### src/design/pse_pkg.sv
`default_nettype none

package pse_pkg;

  localparam int unsigned PSE_DIM_BITS  = 14;
  localparam int unsigned PSE_BLOCK_MAX = 65535;

  // configuration register indexes
  localparam logic CFG_IMAGE_WIDTH  = 1'b0;
  localparam logic CFG_IMAGE_HEIGHT = 1'b1;

  localparam logic [31:0] CRC_POLY   = 32'hedb88320;
  localparam logic [31:0] CRC_INIT   = 32'hffffffff;
  localparam logic [15:0] ADLER_MOD  = 16'd65521;
  localparam logic [7:0]  ZLIB_CMF   = 8'h78;
  localparam logic [7:0]  ZLIB_FLG   = 8'h01;
  localparam logic [63:0] PNG_SIG    = 64'h89504e470d0a1a0a;
  localparam logic [31:0] CHUNK_IHDR = 32'h49484452;
  localparam logic [31:0] CHUNK_IDAT = 32'h49444154;
  localparam logic [31:0] CHUNK_IEND = 32'h49454e44;
  localparam logic [7:0]  IHDR_DEPTH = 8'd8;
  localparam logic [7:0]  IHDR_COLOR = 8'd2;
  localparam logic [7:0]  IHDR_LEN   = 8'd13;

  // item classification passed from front to back
  typedef struct packed {
    logic start;
    logic col0;
    logic last;
  } pse_ctl_t;

  function automatic logic [31:0] crc_byte(input logic [31:0] c_in, input logic [7:0] b);
    logic [31:0] c;
    c = c_in ^ {24'd0, b};
    for (int k = 0; k < 8; k++) begin
      c = c[0] ? (CRC_POLY ^ (c >> 1)) : (c >> 1);
    end
    return c;
  endfunction

  // both operands below the modulus
  function automatic logic [15:0] adler_add(input logic [15:0] a, input logic [15:0] b);
    logic [16:0] s;
    s = {1'b0, a} + {1'b0, b};
    if (s >= {1'b0, ADLER_MOD}) begin
      s = s - {1'b0, ADLER_MOD};
    end
    return s[15:0];
  endfunction

endpackage

`default_nettype wire

### src/design/pse_if.sv
`default_nettype none

interface pse_pix_if;
  logic       valid;
  logic       ready;
  logic [7:0] red;
  logic [7:0] green;
  logic [7:0] blue;
  modport source (output valid, output red, output green, output blue, input ready);
  modport sink (input valid, input red, input green, input blue, output ready);
endinterface

interface pse_byte_if;
  logic       valid;
  logic       ready;
  logic [7:0] out_byte;
  logic       run_last;
  logic       file_last;
  modport source (output valid, output out_byte, output run_last, output file_last, input ready);
  modport sink (input valid, input out_byte, input run_last, input file_last, output ready);
endinterface

`default_nettype wire

### src/design/png_stored_stream_encoder_core.sv
`default_nettype none

// streaming png writer: one rgb pixel per item in raster order in, file bytes out one per
// cycle while the receiver is ready and pixels are waiting. the first pixel of a file also
// produces the signature, ihdr with its crc, the idat length and type and the zlib header
// (43 bytes); every pixel produces its three samples, plus a zero filter byte when it
// opens a row and a 5-byte stored block header each STORED_BLOCK_MAX raw bytes; the pixel
// that ends the image adds adler-32, the idat crc and iend (20 bytes). the byte-wide output
// register sets the rate: a pixel is held until all its bytes are out, and the next is
// taken from the queue with its last byte. the block count in the idat length comes from a
// reciprocal multiply registered when the first pixel is taken, so it is ready in the cycle
// after, long before that length is due. image_width and image_height are sampled on the
// first pixel of a file; a width below 2 is used as 2 and a height of 0 as 1.
module png_stored_stream_encoder_core
  import pse_pkg::*;
#(
  parameter int unsigned DIM_BITS         = PSE_DIM_BITS,
  parameter int unsigned STORED_BLOCK_MAX = PSE_BLOCK_MAX
) (
  input  wire logic                clk_i,
  input  wire logic                rst_ni,
  pse_pix_if.sink                  pix_i,
  pse_byte_if.source               byte_o,
  input  wire logic                cfg_we_i,
  input  wire logic                cfg_idx_i,
  input  wire logic [DIM_BITS-1:0] cfg_data_i
);

  localparam int unsigned RAW_W = 2 * DIM_BITS + 2;
  // queue entry: classification, pixel, dimensions, raw byte count
  localparam int unsigned Q_W   = 3 + 24 + 2 * DIM_BITS + RAW_W;

  logic                push, full, pop, qv;
  pse_ctl_t            f_ctl;
  logic [23:0]         f_pix;
  logic [DIM_BITS-1:0] f_w, f_h;
  logic [RAW_W-1:0]    f_raw;
  logic [Q_W-1:0]      q_in, q_out;

  // front: register file, row and column tracking, raw size
  pse_front #(
    .DIM_BITS (DIM_BITS)
  ) u_front (
    .clk_i      (clk_i),
    .rst_ni     (rst_ni),
    .pix_i      (pix_i),
    .cfg_we_i   (cfg_we_i),
    .cfg_idx_i  (cfg_idx_i),
    .cfg_data_i (cfg_data_i),
    .q_full_i   (full),
    .q_push_o   (push),
    .q_ctl_o    (f_ctl),
    .q_pix_o    (f_pix),
    .q_width_o  (f_w),
    .q_height_o (f_h),
    .q_raw_o    (f_raw)
  );

  assign q_in = {f_ctl, f_pix, f_w, f_h, f_raw};

  // two-entry decoupling queue
  pse_queue #(
    .W (Q_W)
  ) u_queue (
    .clk_i   (clk_i),
    .rst_ni  (rst_ni),
    .push_i  (push),
    .data_i  (q_in),
    .full_o  (full),
    .pop_i   (pop),
    .valid_o (qv),
    .data_o  (q_out)
  );

  // back: byte sequencer with crc, adler and stored block framing
  pse_back #(
    .DIM_BITS         (DIM_BITS),
    .STORED_BLOCK_MAX (STORED_BLOCK_MAX)
  ) u_back (
    .clk_i      (clk_i),
    .rst_ni     (rst_ni),
    .q_valid_i  (qv),
    .q_pop_o    (pop),
    .q_ctl_i    (pse_ctl_t'(q_out[Q_W-1 -: 3])),
    .q_pix_i    (q_out[Q_W-4 -: 24]),
    .q_width_i  (q_out[RAW_W+2*DIM_BITS-1 -: DIM_BITS]),
    .q_height_i (q_out[RAW_W+DIM_BITS-1 -: DIM_BITS]),
    .q_raw_i    (q_out[RAW_W-1:0]),
    .byte_o     (byte_o)
  );

endmodule

`default_nettype wire

### src/design/pse_front.sv
`default_nettype none

module pse_front
  import pse_pkg::*;
#(
  parameter int unsigned DIM_BITS = PSE_DIM_BITS,
  localparam int unsigned RAW_W   = 2 * DIM_BITS + 2
) (
  input  wire logic                clk_i,
  input  wire logic                rst_ni,
  pse_pix_if.sink                  pix_i,
  input  wire logic                cfg_we_i,
  input  wire logic                cfg_idx_i,
  input  wire logic [DIM_BITS-1:0] cfg_data_i,
  input  wire logic                q_full_i,
  output logic                     q_push_o,
  output pse_ctl_t                 q_ctl_o,
  output logic [23:0]              q_pix_o,
  output logic [DIM_BITS-1:0]      q_width_o,
  output logic [DIM_BITS-1:0]      q_height_o,
  output logic [RAW_W-1:0]         q_raw_o
);

  logic [DIM_BITS-1:0] width_q, height_q, used_w_q, used_h_q, col_q, row_q;
  logic [DIM_BITS-1:0] w_clamp, h_clamp, w_use, h_use, col_nx, row_nx;
  logic                started_q, start, wrap, last, accept;
  logic [DIM_BITS+1:0] wp1;

  assign w_clamp = (width_q < DIM_BITS'(2)) ? DIM_BITS'(2) : width_q;
  assign h_clamp = (height_q == '0) ? DIM_BITS'(1) : height_q;
  assign start   = !started_q;
  assign w_use   = start ? w_clamp : used_w_q;
  assign h_use   = start ? h_clamp : used_h_q;
  assign col_nx  = col_q + DIM_BITS'(1);
  assign wrap    = (col_nx == w_use);
  assign row_nx  = wrap ? row_q + DIM_BITS'(1) : row_q;
  assign last    = (row_nx == h_use);

  assign pix_i.ready = !q_full_i;
  assign accept      = pix_i.valid && !q_full_i;
  assign q_push_o    = accept;

  // bytes of filtered image data: (3 * width + 1) * height
  assign wp1     = (DIM_BITS+2)'({w_use, 1'b0}) + (DIM_BITS+2)'(w_use) + (DIM_BITS+2)'(1);
  assign q_raw_o = RAW_W'(wp1) * RAW_W'(h_use);

  assign q_ctl_o    = '{start: start, col0: (col_q == '0), last: last};
  assign q_pix_o    = {pix_i.red, pix_i.green, pix_i.blue};
  assign q_width_o  = w_use;
  assign q_height_o = h_use;

  always_ff @(posedge clk_i or negedge rst_ni) begin
    if (!rst_ni) begin
      width_q   <= DIM_BITS'(2);
      height_q  <= DIM_BITS'(1);
      used_w_q  <= DIM_BITS'(2);
      used_h_q  <= DIM_BITS'(1);
      started_q <= 1'b0;
      col_q     <= '0;
      row_q     <= '0;
    end else begin
      if (cfg_we_i) begin
        unique case (cfg_idx_i)
          CFG_IMAGE_WIDTH:  width_q  <= cfg_data_i;
          CFG_IMAGE_HEIGHT: height_q <= cfg_data_i;
          default: ;
        endcase
      end
      if (accept) begin
        used_w_q <= w_use;
        used_h_q <= h_use;
        if (last) begin
          started_q <= 1'b0;
          col_q     <= '0;
          row_q     <= '0;
        end else begin
          started_q <= 1'b1;
          col_q     <= wrap ? '0 : col_nx;
          row_q     <= row_nx;
        end
      end
    end
  end

endmodule

`default_nettype wire

### src/design/pse_queue.sv
`default_nettype none

module pse_queue #(
  parameter int unsigned W = 8
) (
  input  wire logic         clk_i,
  input  wire logic         rst_ni,
  input  wire logic         push_i,
  input  wire logic [W-1:0] data_i,
  output logic              full_o,
  input  wire logic         pop_i,
  output logic              valid_o,
  output logic [W-1:0]      data_o
);

  logic [W-1:0] mem_q [2];
  logic         wptr_q, rptr_q;
  logic [1:0]   cnt_q;

  assign full_o  = (cnt_q == 2'd2);
  assign valid_o = (cnt_q != 2'd0);
  assign data_o  = mem_q[rptr_q];

  always_ff @(posedge clk_i) begin
    if (push_i) begin
      mem_q[wptr_q] <= data_i;
    end
  end

  always_ff @(posedge clk_i or negedge rst_ni) begin
    if (!rst_ni) begin
      wptr_q <= 1'b0;
      rptr_q <= 1'b0;
      cnt_q  <= 2'd0;
    end else begin
      if (push_i) wptr_q <= !wptr_q;
      if (pop_i)  rptr_q <= !rptr_q;
      cnt_q <= cnt_q + 2'(push_i) - 2'(pop_i);
    end
  end

endmodule

`default_nettype wire

### src/design/pse_div.sv
`default_nettype none

// division by a constant through a reciprocal multiply, quotient registered on start
module pse_div #(
  parameter int unsigned N_W     = 17,
  parameter int unsigned DIVISOR = 65535,
  localparam int unsigned SH     = N_W + $clog2(DIVISOR),
  localparam int unsigned M_W    = N_W + 1,
  localparam int unsigned P_W    = N_W + M_W
) (
  input  wire logic           clk_i,
  input  wire logic           rst_ni,
  input  wire logic           start_i,
  input  wire logic [N_W-1:0] dividend_i,
  output logic [N_W-1:0]      quot_o
);

  // ceil(2^SH / DIVISOR) gives the exact quotient for every dividend below 2^N_W
  localparam logic [63:0]    RECIP_WIDE = ((64'd1 << SH) + 64'(DIVISOR) - 64'd1) / 64'(DIVISOR);
  localparam logic [M_W-1:0] RECIP      = M_W'(RECIP_WIDE);

  logic [P_W-1:0] prod;
  logic [N_W-1:0] quot_q;

  assign prod   = P_W'(dividend_i) * P_W'(RECIP);
  assign quot_o = quot_q;

  always_ff @(posedge clk_i or negedge rst_ni) begin
    if (!rst_ni) begin
      quot_q <= '0;
    end else if (start_i) begin
      quot_q <= N_W'(prod >> SH);
    end
  end

endmodule

`default_nettype wire

### src/design/pse_back.sv
`default_nettype none

module pse_back
  import pse_pkg::*;
#(
  parameter int unsigned DIM_BITS         = PSE_DIM_BITS,
  parameter int unsigned STORED_BLOCK_MAX = PSE_BLOCK_MAX,
  localparam int unsigned RAW_W           = 2 * DIM_BITS + 2,
  localparam int unsigned DIV_W           = ((RAW_W > 16) ? RAW_W : 16) + 1
) (
  input  wire logic                clk_i,
  input  wire logic                rst_ni,
  input  wire logic                q_valid_i,
  output logic                     q_pop_o,
  input  wire pse_ctl_t            q_ctl_i,
  input  wire logic [23:0]         q_pix_i,
  input  wire logic [DIM_BITS-1:0] q_width_i,
  input  wire logic [DIM_BITS-1:0] q_height_i,
  input  wire logic [RAW_W-1:0]    q_raw_i,
  pse_byte_if.source               byte_o
);

  localparam logic [1:0] ST_IDLE = 2'd0;
  localparam logic [1:0] ST_HEAD = 2'd1;
  localparam logic [1:0] ST_RAW  = 2'd2;
  localparam logic [1:0] ST_TAIL = 2'd3;

  logic [1:0]          state_q;
  logic [5:0]          hidx_q;
  logic [4:0]          tidx_q;
  logic [1:0]          step_q, hsel;
  logic [2:0]          hb_q;
  logic [23:0]         pix_q;
  logic                last_q;
  logic [DIM_BITS-1:0] w_q, h_q;
  logic [RAW_W-1:0]    raw_left_q;
  logic [15:0]         block_left_q, size, inv, adler_lo_q, adler_hi_q, adler_lo_nx;
  logic [31:0]         crc_q, crc_n, idat_len, adler;
  logic [15:0]         w16, h16;
  logic                ov_q, orun_q, ofile_q;
  logic [7:0]          obyte_q;
  logic                blk_final, can_load, emit, take;
  logic [7:0]          byte_d;
  logic                feed, restart, have, rl, fl, done_item;
  logic [DIV_W-1:0]    quot;

  pse_div #(
    .N_W     (DIV_W),
    .DIVISOR (STORED_BLOCK_MAX)
  ) u_div (
    .clk_i      (clk_i),
    .rst_ni     (rst_ni),
    .start_i    (take && q_ctl_i.start),
    .dividend_i (DIV_W'(q_raw_i) + DIV_W'(STORED_BLOCK_MAX - 1)),
    .quot_o     (quot)
  );

  assign blk_final   = (32'(raw_left_q) <= 32'(STORED_BLOCK_MAX));
  assign size        = blk_final ? 16'(raw_left_q) : 16'(STORED_BLOCK_MAX);
  assign inv         = ~size;
  assign idat_len    = 32'd6 + 32'(quot) * 32'd5 + 32'(raw_left_q);
  assign crc_n       = ~crc_q;
  assign adler       = {adler_hi_q, adler_lo_q};
  assign adler_lo_nx = adler_add(adler_lo_q, {8'd0, byte_d});
  assign w16         = 16'(w_q);
  assign h16         = 16'(h_q);
  assign hsel        = hidx_q[1:0] - 2'd1;

  always_comb begin
    byte_d    = 8'd0;
    feed      = 1'b0;
    restart   = 1'b0;
    have      = 1'b1;
    rl        = 1'b0;
    fl        = 1'b0;
    done_item = 1'b0;
    unique case (state_q)
      ST_HEAD: begin
        case (hidx_q) inside
          [6'd0:6'd7]:   byte_d = PNG_SIG[{~hidx_q[2:0], 3'b000} +: 8];
          6'd11:         byte_d = IHDR_LEN;
          [6'd12:6'd15]: byte_d = CHUNK_IHDR[{~hidx_q[1:0], 3'b000} +: 8];
          6'd18:         byte_d = w16[15:8];
          6'd19:         byte_d = w16[7:0];
          6'd22:         byte_d = h16[15:8];
          6'd23:         byte_d = h16[7:0];
          6'd24:         byte_d = IHDR_DEPTH;
          6'd25:         byte_d = IHDR_COLOR;
          [6'd29:6'd32]: byte_d = crc_n[{~hsel, 3'b000} +: 8];
          [6'd33:6'd36]: byte_d = idat_len[{~hsel, 3'b000} +: 8];
          [6'd37:6'd40]: byte_d = CHUNK_IDAT[{~hsel, 3'b000} +: 8];
          6'd41:         byte_d = ZLIB_CMF;
          6'd42:         byte_d = ZLIB_FLG;
          default:       byte_d = 8'd0;
        endcase
        restart = (hidx_q == 6'd12) || (hidx_q == 6'd37);
        feed    = ((hidx_q >= 6'd12) && (hidx_q <= 6'd28)) || (hidx_q >= 6'd37);
      end
      ST_RAW: begin
        feed = 1'b1;
        if (block_left_q == '0) begin
          case (hb_q)
            3'd0:    byte_d = {7'd0, blk_final};
            3'd1:    byte_d = size[7:0];
            3'd2:    byte_d = size[15:8];
            3'd3:    byte_d = inv[7:0];
            3'd4:    byte_d = inv[15:8];
            default: byte_d = 8'd0;
          endcase
        end else begin
          case (step_q)
            2'd0:    byte_d = 8'd0;
            2'd1:    byte_d = pix_q[23:16];
            2'd2:    byte_d = pix_q[15:8];
            default: byte_d = pix_q[7:0];
          endcase
          if ((step_q == 2'd3) && !last_q) begin
            rl        = 1'b1;
            done_item = 1'b1;
          end
        end
      end
      ST_TAIL: begin
        case (tidx_q) inside
          [5'd0:5'd3]:   byte_d = adler[{~tidx_q[1:0], 3'b000} +: 8];
          [5'd4:5'd7]:   byte_d = crc_n[{~tidx_q[1:0], 3'b000} +: 8];
          [5'd12:5'd15]: byte_d = CHUNK_IEND[{~tidx_q[1:0], 3'b000} +: 8];
          [5'd16:5'd19]: byte_d = crc_n[{~tidx_q[1:0], 3'b000} +: 8];
          default:       byte_d = 8'd0;
        endcase
        restart = (tidx_q == 5'd12);
        feed    = (tidx_q <= 5'd3) || ((tidx_q >= 5'd12) && (tidx_q <= 5'd15));
        if (tidx_q == 5'd19) begin
          rl        = 1'b1;
          fl        = 1'b1;
          done_item = 1'b1;
        end
      end
      default: have = 1'b0;
    endcase
  end

  assign can_load = !ov_q || byte_o.ready;
  assign emit     = can_load && have;
  assign take     = q_valid_i && ((state_q == ST_IDLE) || (emit && done_item));
  assign q_pop_o  = take;

  assign byte_o.valid     = ov_q;
  assign byte_o.out_byte  = obyte_q;
  assign byte_o.run_last  = orun_q;
  assign byte_o.file_last = ofile_q;

  always_ff @(posedge clk_i) begin
    if (emit) begin
      obyte_q <= byte_d;
      orun_q  <= rl;
      ofile_q <= fl;
    end
    if (take) begin
      pix_q  <= q_pix_i;
      last_q <= q_ctl_i.last;
      if (q_ctl_i.start) begin
        w_q <= q_width_i;
        h_q <= q_height_i;
      end
    end
  end

  always_ff @(posedge clk_i or negedge rst_ni) begin
    if (!rst_ni) begin
      state_q      <= ST_IDLE;
      ov_q         <= 1'b0;
      hidx_q       <= '0;
      tidx_q       <= '0;
      step_q       <= '0;
      hb_q         <= '0;
      raw_left_q   <= '0;
      block_left_q <= '0;
      adler_lo_q   <= 16'd1;
      adler_hi_q   <= '0;
      crc_q        <= CRC_INIT;
    end else begin
      if (can_load) ov_q <= emit;
      if (emit && feed) crc_q <= crc_byte(restart ? CRC_INIT : crc_q, byte_d);

      if (emit) begin
        unique case (state_q)
          ST_HEAD: begin
            if (hidx_q == 6'd42) begin
              state_q <= ST_RAW;
              hidx_q  <= '0;
            end else begin
              hidx_q <= hidx_q + 6'd1;
            end
          end
          ST_RAW: begin
            if (block_left_q == '0) begin
              if (hb_q == 3'd4) begin
                hb_q         <= '0;
                block_left_q <= size;
              end else begin
                hb_q <= hb_q + 3'd1;
              end
            end else begin
              block_left_q <= block_left_q - 16'd1;
              if (raw_left_q != '0) raw_left_q <= raw_left_q - RAW_W'(1);
              adler_lo_q <= adler_lo_nx;
              adler_hi_q <= adler_add(adler_hi_q, adler_lo_nx);
              if (step_q == 2'd3) begin
                if (last_q) begin
                  state_q <= ST_TAIL;
                  tidx_q  <= '0;
                end
              end else begin
                step_q <= step_q + 2'd1;
              end
            end
          end
          ST_TAIL: tidx_q <= tidx_q + 5'd1;
          default: ;
        endcase
        if (done_item && !take) state_q <= ST_IDLE;
      end

      if (take) begin
        step_q <= q_ctl_i.col0 ? 2'd0 : 2'd1;
        if (q_ctl_i.start) begin
          state_q      <= ST_HEAD;
          hidx_q       <= '0;
          hb_q         <= '0;
          raw_left_q   <= q_raw_i;
          block_left_q <= '0;
          adler_lo_q   <= 16'd1;
          adler_hi_q   <= '0;
        end else begin
          state_q <= ST_RAW;
        end
      end
    end
  end

endmodule

`default_nettype wire

### src/flat_wrapper.sv
// flat-port wrapper written by rule: the top's interface ports become plain ports
module png_stored_stream_encoder_core_flat import pse_pkg::*;
#(
  parameter int unsigned DIM_BITS         = PSE_DIM_BITS,
  parameter int unsigned STORED_BLOCK_MAX = PSE_BLOCK_MAX
)
  (clk_i, rst_ni, cfg_we_i, cfg_idx_i, cfg_data_i, pix_i_valid, pix_i_red, pix_i_green, pix_i_blue, pix_i_ready, byte_o_valid, byte_o_out_byte, byte_o_run_last, byte_o_file_last, byte_o_ready);
  pse_pix_if pix_i_i ();
  pse_byte_if byte_o_i ();
  input  wire logic clk_i;
  input  wire logic rst_ni;
  input  wire logic cfg_we_i;
  input  wire logic cfg_idx_i;
  input  wire logic [DIM_BITS-1:0] cfg_data_i;
  input wire logic [$bits(pix_i_i.valid)-1:0] pix_i_valid;
  input wire logic [$bits(pix_i_i.red)-1:0] pix_i_red;
  input wire logic [$bits(pix_i_i.green)-1:0] pix_i_green;
  input wire logic [$bits(pix_i_i.blue)-1:0] pix_i_blue;
  output wire logic [$bits(pix_i_i.ready)-1:0] pix_i_ready;
  output wire logic [$bits(byte_o_i.valid)-1:0] byte_o_valid;
  output wire logic [$bits(byte_o_i.out_byte)-1:0] byte_o_out_byte;
  output wire logic [$bits(byte_o_i.run_last)-1:0] byte_o_run_last;
  output wire logic [$bits(byte_o_i.file_last)-1:0] byte_o_file_last;
  input wire logic [$bits(byte_o_i.ready)-1:0] byte_o_ready;
  assign pix_i_i.valid = pix_i_valid;
  assign pix_i_i.red = pix_i_red;
  assign pix_i_i.green = pix_i_green;
  assign pix_i_i.blue = pix_i_blue;
  assign pix_i_ready = pix_i_i.ready;
  assign byte_o_valid = byte_o_i.valid;
  assign byte_o_out_byte = byte_o_i.out_byte;
  assign byte_o_run_last = byte_o_i.run_last;
  assign byte_o_file_last = byte_o_i.file_last;
  assign byte_o_i.ready = byte_o_ready;
  png_stored_stream_encoder_core #(.DIM_BITS(DIM_BITS), .STORED_BLOCK_MAX(STORED_BLOCK_MAX)) u_core (.clk_i(clk_i), .rst_ni(rst_ni), .pix_i(pix_i_i), .byte_o(byte_o_i), .cfg_we_i(cfg_we_i), .cfg_idx_i(cfg_idx_i), .cfg_data_i(cfg_data_i));
endmodule
### config.mk
export PLATFORM = sky130hd
export DESIGN_NAME = png_stored_stream_encoder_core_flat
export DESIGN_NICKNAME = d
export VERILOG_FILES = /design/src/design/pse_pkg.sv /design/src/design/pse_if.sv /design/src/design/png_stored_stream_encoder_core.sv /design/src/design/pse_front.sv /design/src/design/pse_queue.sv /design/src/design/pse_div.sv /design/src/design/pse_back.sv /design/src/flat_wrapper.sv
export SDC_FILE = /design/constraint.sdc
export NUM_CORES = 2
export LEC_CHECK = 0
export BUFFER_PORTS_ARGS = -buffer_cell sky130_fd_sc_hd__clkbuf_2
export CAP_MARGIN = 20
export CORE_MARGIN = 5
export CORE_UTILIZATION = 65
export CTS_BUF_LIST = sky130_fd_sc_hd__clkbuf_8
export DETAILED_ROUTE_END_ITERATION = 10
export PLACE_DENSITY = 0.82
export SKIP_LAST_GASP = 1
export SLEW_MARGIN = 5
export SYNTH_ARGS = -nofsm -noshare
export SYNTH_HDL_FRONTEND = slang
export SYNTH_SLANG_ARGS = --single-unit
export TNS_END_PERCENT = 100
### constraint.sdc
create_clock -name clk_i -period 12 [get_ports clk_i]
set_input_delay 2.4 -clock clk_i [delete_from_list [all_inputs] [get_ports clk_i]]
set_output_delay 2.4 -clock clk_i [all_outputs]
set_load 0.05 [all_outputs]
==> flow_metrics.tcl <==
set metrics [dict create \
    filler_cell_count_in_the_final_layout 4336 \
    layout_min_cycle_time_ps 11290 \
    cts_hold_buf 0 \
    detailedPlacementHpwl_um 77110 \
    globalRouteOverflowTotal 0 \
    worst_clock_skew_ps 67.25 \
    mean_number_of_vias_per_cell 6.341 \
    clk-insertion-delay-late_ps 720 \
    synth_area_leader_cell "sky130_fd_sc_hd__edfxtp_1" \
    layout-drive-gt1-share_pct 11.00 \
    ys_top_cells_by_area "sky130_fd_sc_hd__edfxtp_1 18%, sky130_fd_sc_hd__dfrtp_1 13%, sky130_fd_sc_hd__ha_1 11%" \
    number_of_antenna_violations_at_the_first_check_in_global_routing 2 \
    fmaxAchievable_ghz 0.08858 \
    critical-path-max-stage-delay_ps 450 \
    grt_pass1_vias 29999 \
    floorplan.io_pins 56 \
    ys_ff_latch 467 \
    worst-endpoint-arrival_ps 11830 \
    num_vias 30512 \
    timing.slew.headroom_pct 29.22 \
    synth.top_cells.by_count "428 x sky130_fd_sc_hd__nand2_1, 353 x sky130_fd_sc_hd__ha_1, 313 x sky130_fd_sc_hd__inv_1" \
    critical_path_required_ps 12540 \
    worstMarginPinSlew_ps 1032 \
    detail_route.iter0.violations 2546 \
    crit_family "compound AO/OA/AOI/OAI gates" \
    h-tree-depth 3 \
    post_synth_net_total 4522 \
    dieArea_um2 64120 \
    grt_pass1_wl_um 162100 \
    wl_um 102400 \
    critical_path.max_fanout 10 \
    startpoint_type "register" \
    pin_count_of_the_biggest_net_entering_global_routing 111 \
    synth_enable_flop_cells 233 \
    synth_area_per_cell_um2 9.762 \
    detail-route-antenna-nets 0 \
    die_y_um 253.2 \
    total_area_of_sequential_cells_um2 12900 \
    rsz0062_at_grt "false" \
    timing.hold.worst.class "register to register" \
    grtUsageTotal_pct 31.76 \
    drt-wirelength-per-cell_um 21.27 \
    outcome "finished clean" \
    synth_most_common_cell "sky130_fd_sc_hd__nand2_1" \
    post-cts-setup-buffer-count 0 \
    multi_input_comb_area_um2 23810 \
    io_buffer_count 55 \
    fp.dieW_um 253.2 \
    synth_async_sr_flop_share_pct 50.11 \
    critical-path-top-cell-by-count "sky130_fd_sc_hd__fa_1" \
    clock-sinks 467 \
    post_synth_inst_count 3939 \
    drv_slew 0 \
    synth_flop_cell "sky130_fd_sc_hd__edfxtp_1" \
    critical_path.endpoint_type "register" \
    clock_transition_at_path_regs_ps 60 \
    synth_top_area_share_pct 18.20 \
    core_um2 58800 \
    synthesis.yosys.warnings 0 \
    floorplan.initialDensity_pct 65.40 \
    timing.setup.critical_path_class "register to register" \
    finalSetupTns_ps 0 \
    final_min_period_over_clock_period_pct 94.08 \
    drv.max_cap_violation_count 0 \
    cts.root.buffer_cell "sky130_fd_sc_hd__clkbuf_8" \
    cp.buffers_inverters 4 \
    cp_slowest_cell "sky130_fd_sc_hd__fa_1" \
    flow.area_growth_from_synthesis_pct 7.227 \
    row_count 89 \
    finalWeightedCongestion 1.002 \
    design.final.nets 4557 \
    cts_tree "yes" \
    ys_types 99 \
    timing.final.hold_violations 0 \
    yosysSeqAreaShare_pct 33.55 \
    number_of_buffers_created_by_cts 78 \
    first_pass_iters 6 \
    setup_viol_count_final 0 \
    synthesis.area_um2 38450 \
    drt_drc_violations_left 0 \
    clockBufferDepth 3 \
]
## metrics by stage
| step | hold WS, ps | worst slack (ps) | util [%] | instance area (µm²) | instances |
|---|---|---|---|---|---|
| 5_1_grt | 502.3 | 68.15 | 70.12 | 41230 | 4811 |
| 6_report | 481.5 | 710.8 | 70.12 | 41230 | 4812 |
| 2_1_floorplan | 449.6 | 1269 | - | 38450 | 3939 |
| 3_5_place_dp | 471.3 | 401.6 | 67.34 | 39590 | 4666 |
| 3_3_place_gp | 462.1 | 679.9 | 67.32 | 39580 | 4665 |
| 4_1_cts | 485.0 | 301.6 | 70.04 | 41180 | 4809 |
## worst paths after layout
kind | from | endpoint | slack [ps] | cells after the start
worst max-delay path | u_core.u_back.u_div.quot_o[1] | u_core.u_back.adler_hi_q[10] | 710 | 42
worst min-delay path | u_core.u_front.used_w_q[7] | u_core.u_front.used_w_q[7] | 480 | 2
worst max register to register | u_core.u_back.u_div.quot_o[1] | u_core.u_back.adler_hi_q[10] | 710 | 42
worst min register to register | u_core.u_front.used_w_q[7] | u_core.u_front.used_w_q[7] | 480 | 2
max in group asynchronous | rst_ni | u_core.u_queue.rptr_q | 8680 | 2
min in group asynchronous | rst_ni | u_core.u_back.adler_lo_q[7] | 1770 | 1
## state kept, by name, summed over array words and instances (netlist names), 16 cells and up
register,flops
u_core.u_back.adler_hi_q,16
u_core.u_back.adler_lo_q,16
u_core.u_back.block_left_q,16
u_core.u_back.crc_q,32
u_core.u_back.pix_q,24
u_core.u_back.raw_left_q,30
u_core.u_back.u_div.quot_o,16
u_core.u_queue.mem_q,170
## layer usage
layer	global-route usage, %	vias to the layer above	share of wire (%)
met5	0	-	0
met3	5.207	324	7.6
met1	41.71	14826	40
li1	-	14015	-
met4	15.75	0	5.2
met2	51.62	1347	47
## timing repair
item / 4_1_cts / 5_1_grt
endpoints found under the setup margin: 0 / 16
hold endpoints to repair: 0 / 0
gates resized for setup: 0 / 8
## cell families (layout without fill, tap and decap cells)
| group | Yosys count | count (layout) | synth area share, % |
|---|---|---|---|
| AO/OA/AOI/OAI | 790 | 790 | 13.04 |
| adder cells (fa/ha/maj) | 539 | 539 | 21.17 |
| XOR/XNOR | 277 | 277 | 6.807 |
| other | 0 | 2 | 0 |
| buffers and inverters | 482 | 580 | 4.770 |
| AND/OR/NAND/NOR | 1194 | 1194 | 14.63 |
| flip-flops | 467 | 467 | 33.55 |
| multiplexers | 190 | 190 | 6.040 |
## area by class of cell
| cell class | instances | share of cell area, % |
|---|---|---|
| inverter | 320 | 2.913 |
| timing repair buffer | 117 | 1.830 |
| multi-input combinational | 2990 | 57.75 |
| clock inverter | 53 | 0.8497 |
| antenna | 2 | 0.01214 |
| tap | 773 | 2.346 |
| clock buffer | 90 | 3.004 |
| sequential | 467 | 31.29 |
## layout by cell type (no fill, tap or decap), drive strengths merged, types with 24 or more instances in the layout
master and n:
a21oi 180, xor2 92, fa 186, nand2b 37, clkbuf 144, and2 36, xnor2 178, nand2 429
ha 353, nand4 34, nand3 65, nor4 32, nor2 295, inv 342, or3 29, a31oi 31
mux2i 70, edfxtp 233, o21ai 259, o211ai 32, buf 63, dfrtp 197, mux2 96, mux4 24
nor3 88, nor2b 30, clkinv 25, and3 37, a21o 38, dfstp 37
## worst reg2reg max path, delay by kind of cell (launching register included)
kind	cells	cell delay, ps
xor+xnor	3	810
mux	2	710
fa+ha+maj	7	2740
buf+inv	4	580
flops	1	440
compound gates	18	4370
simple gates	8	1480
Power is not shown: default switching activity piles up to over one toggle a cycle in this logic, so the estimate is an artifact.
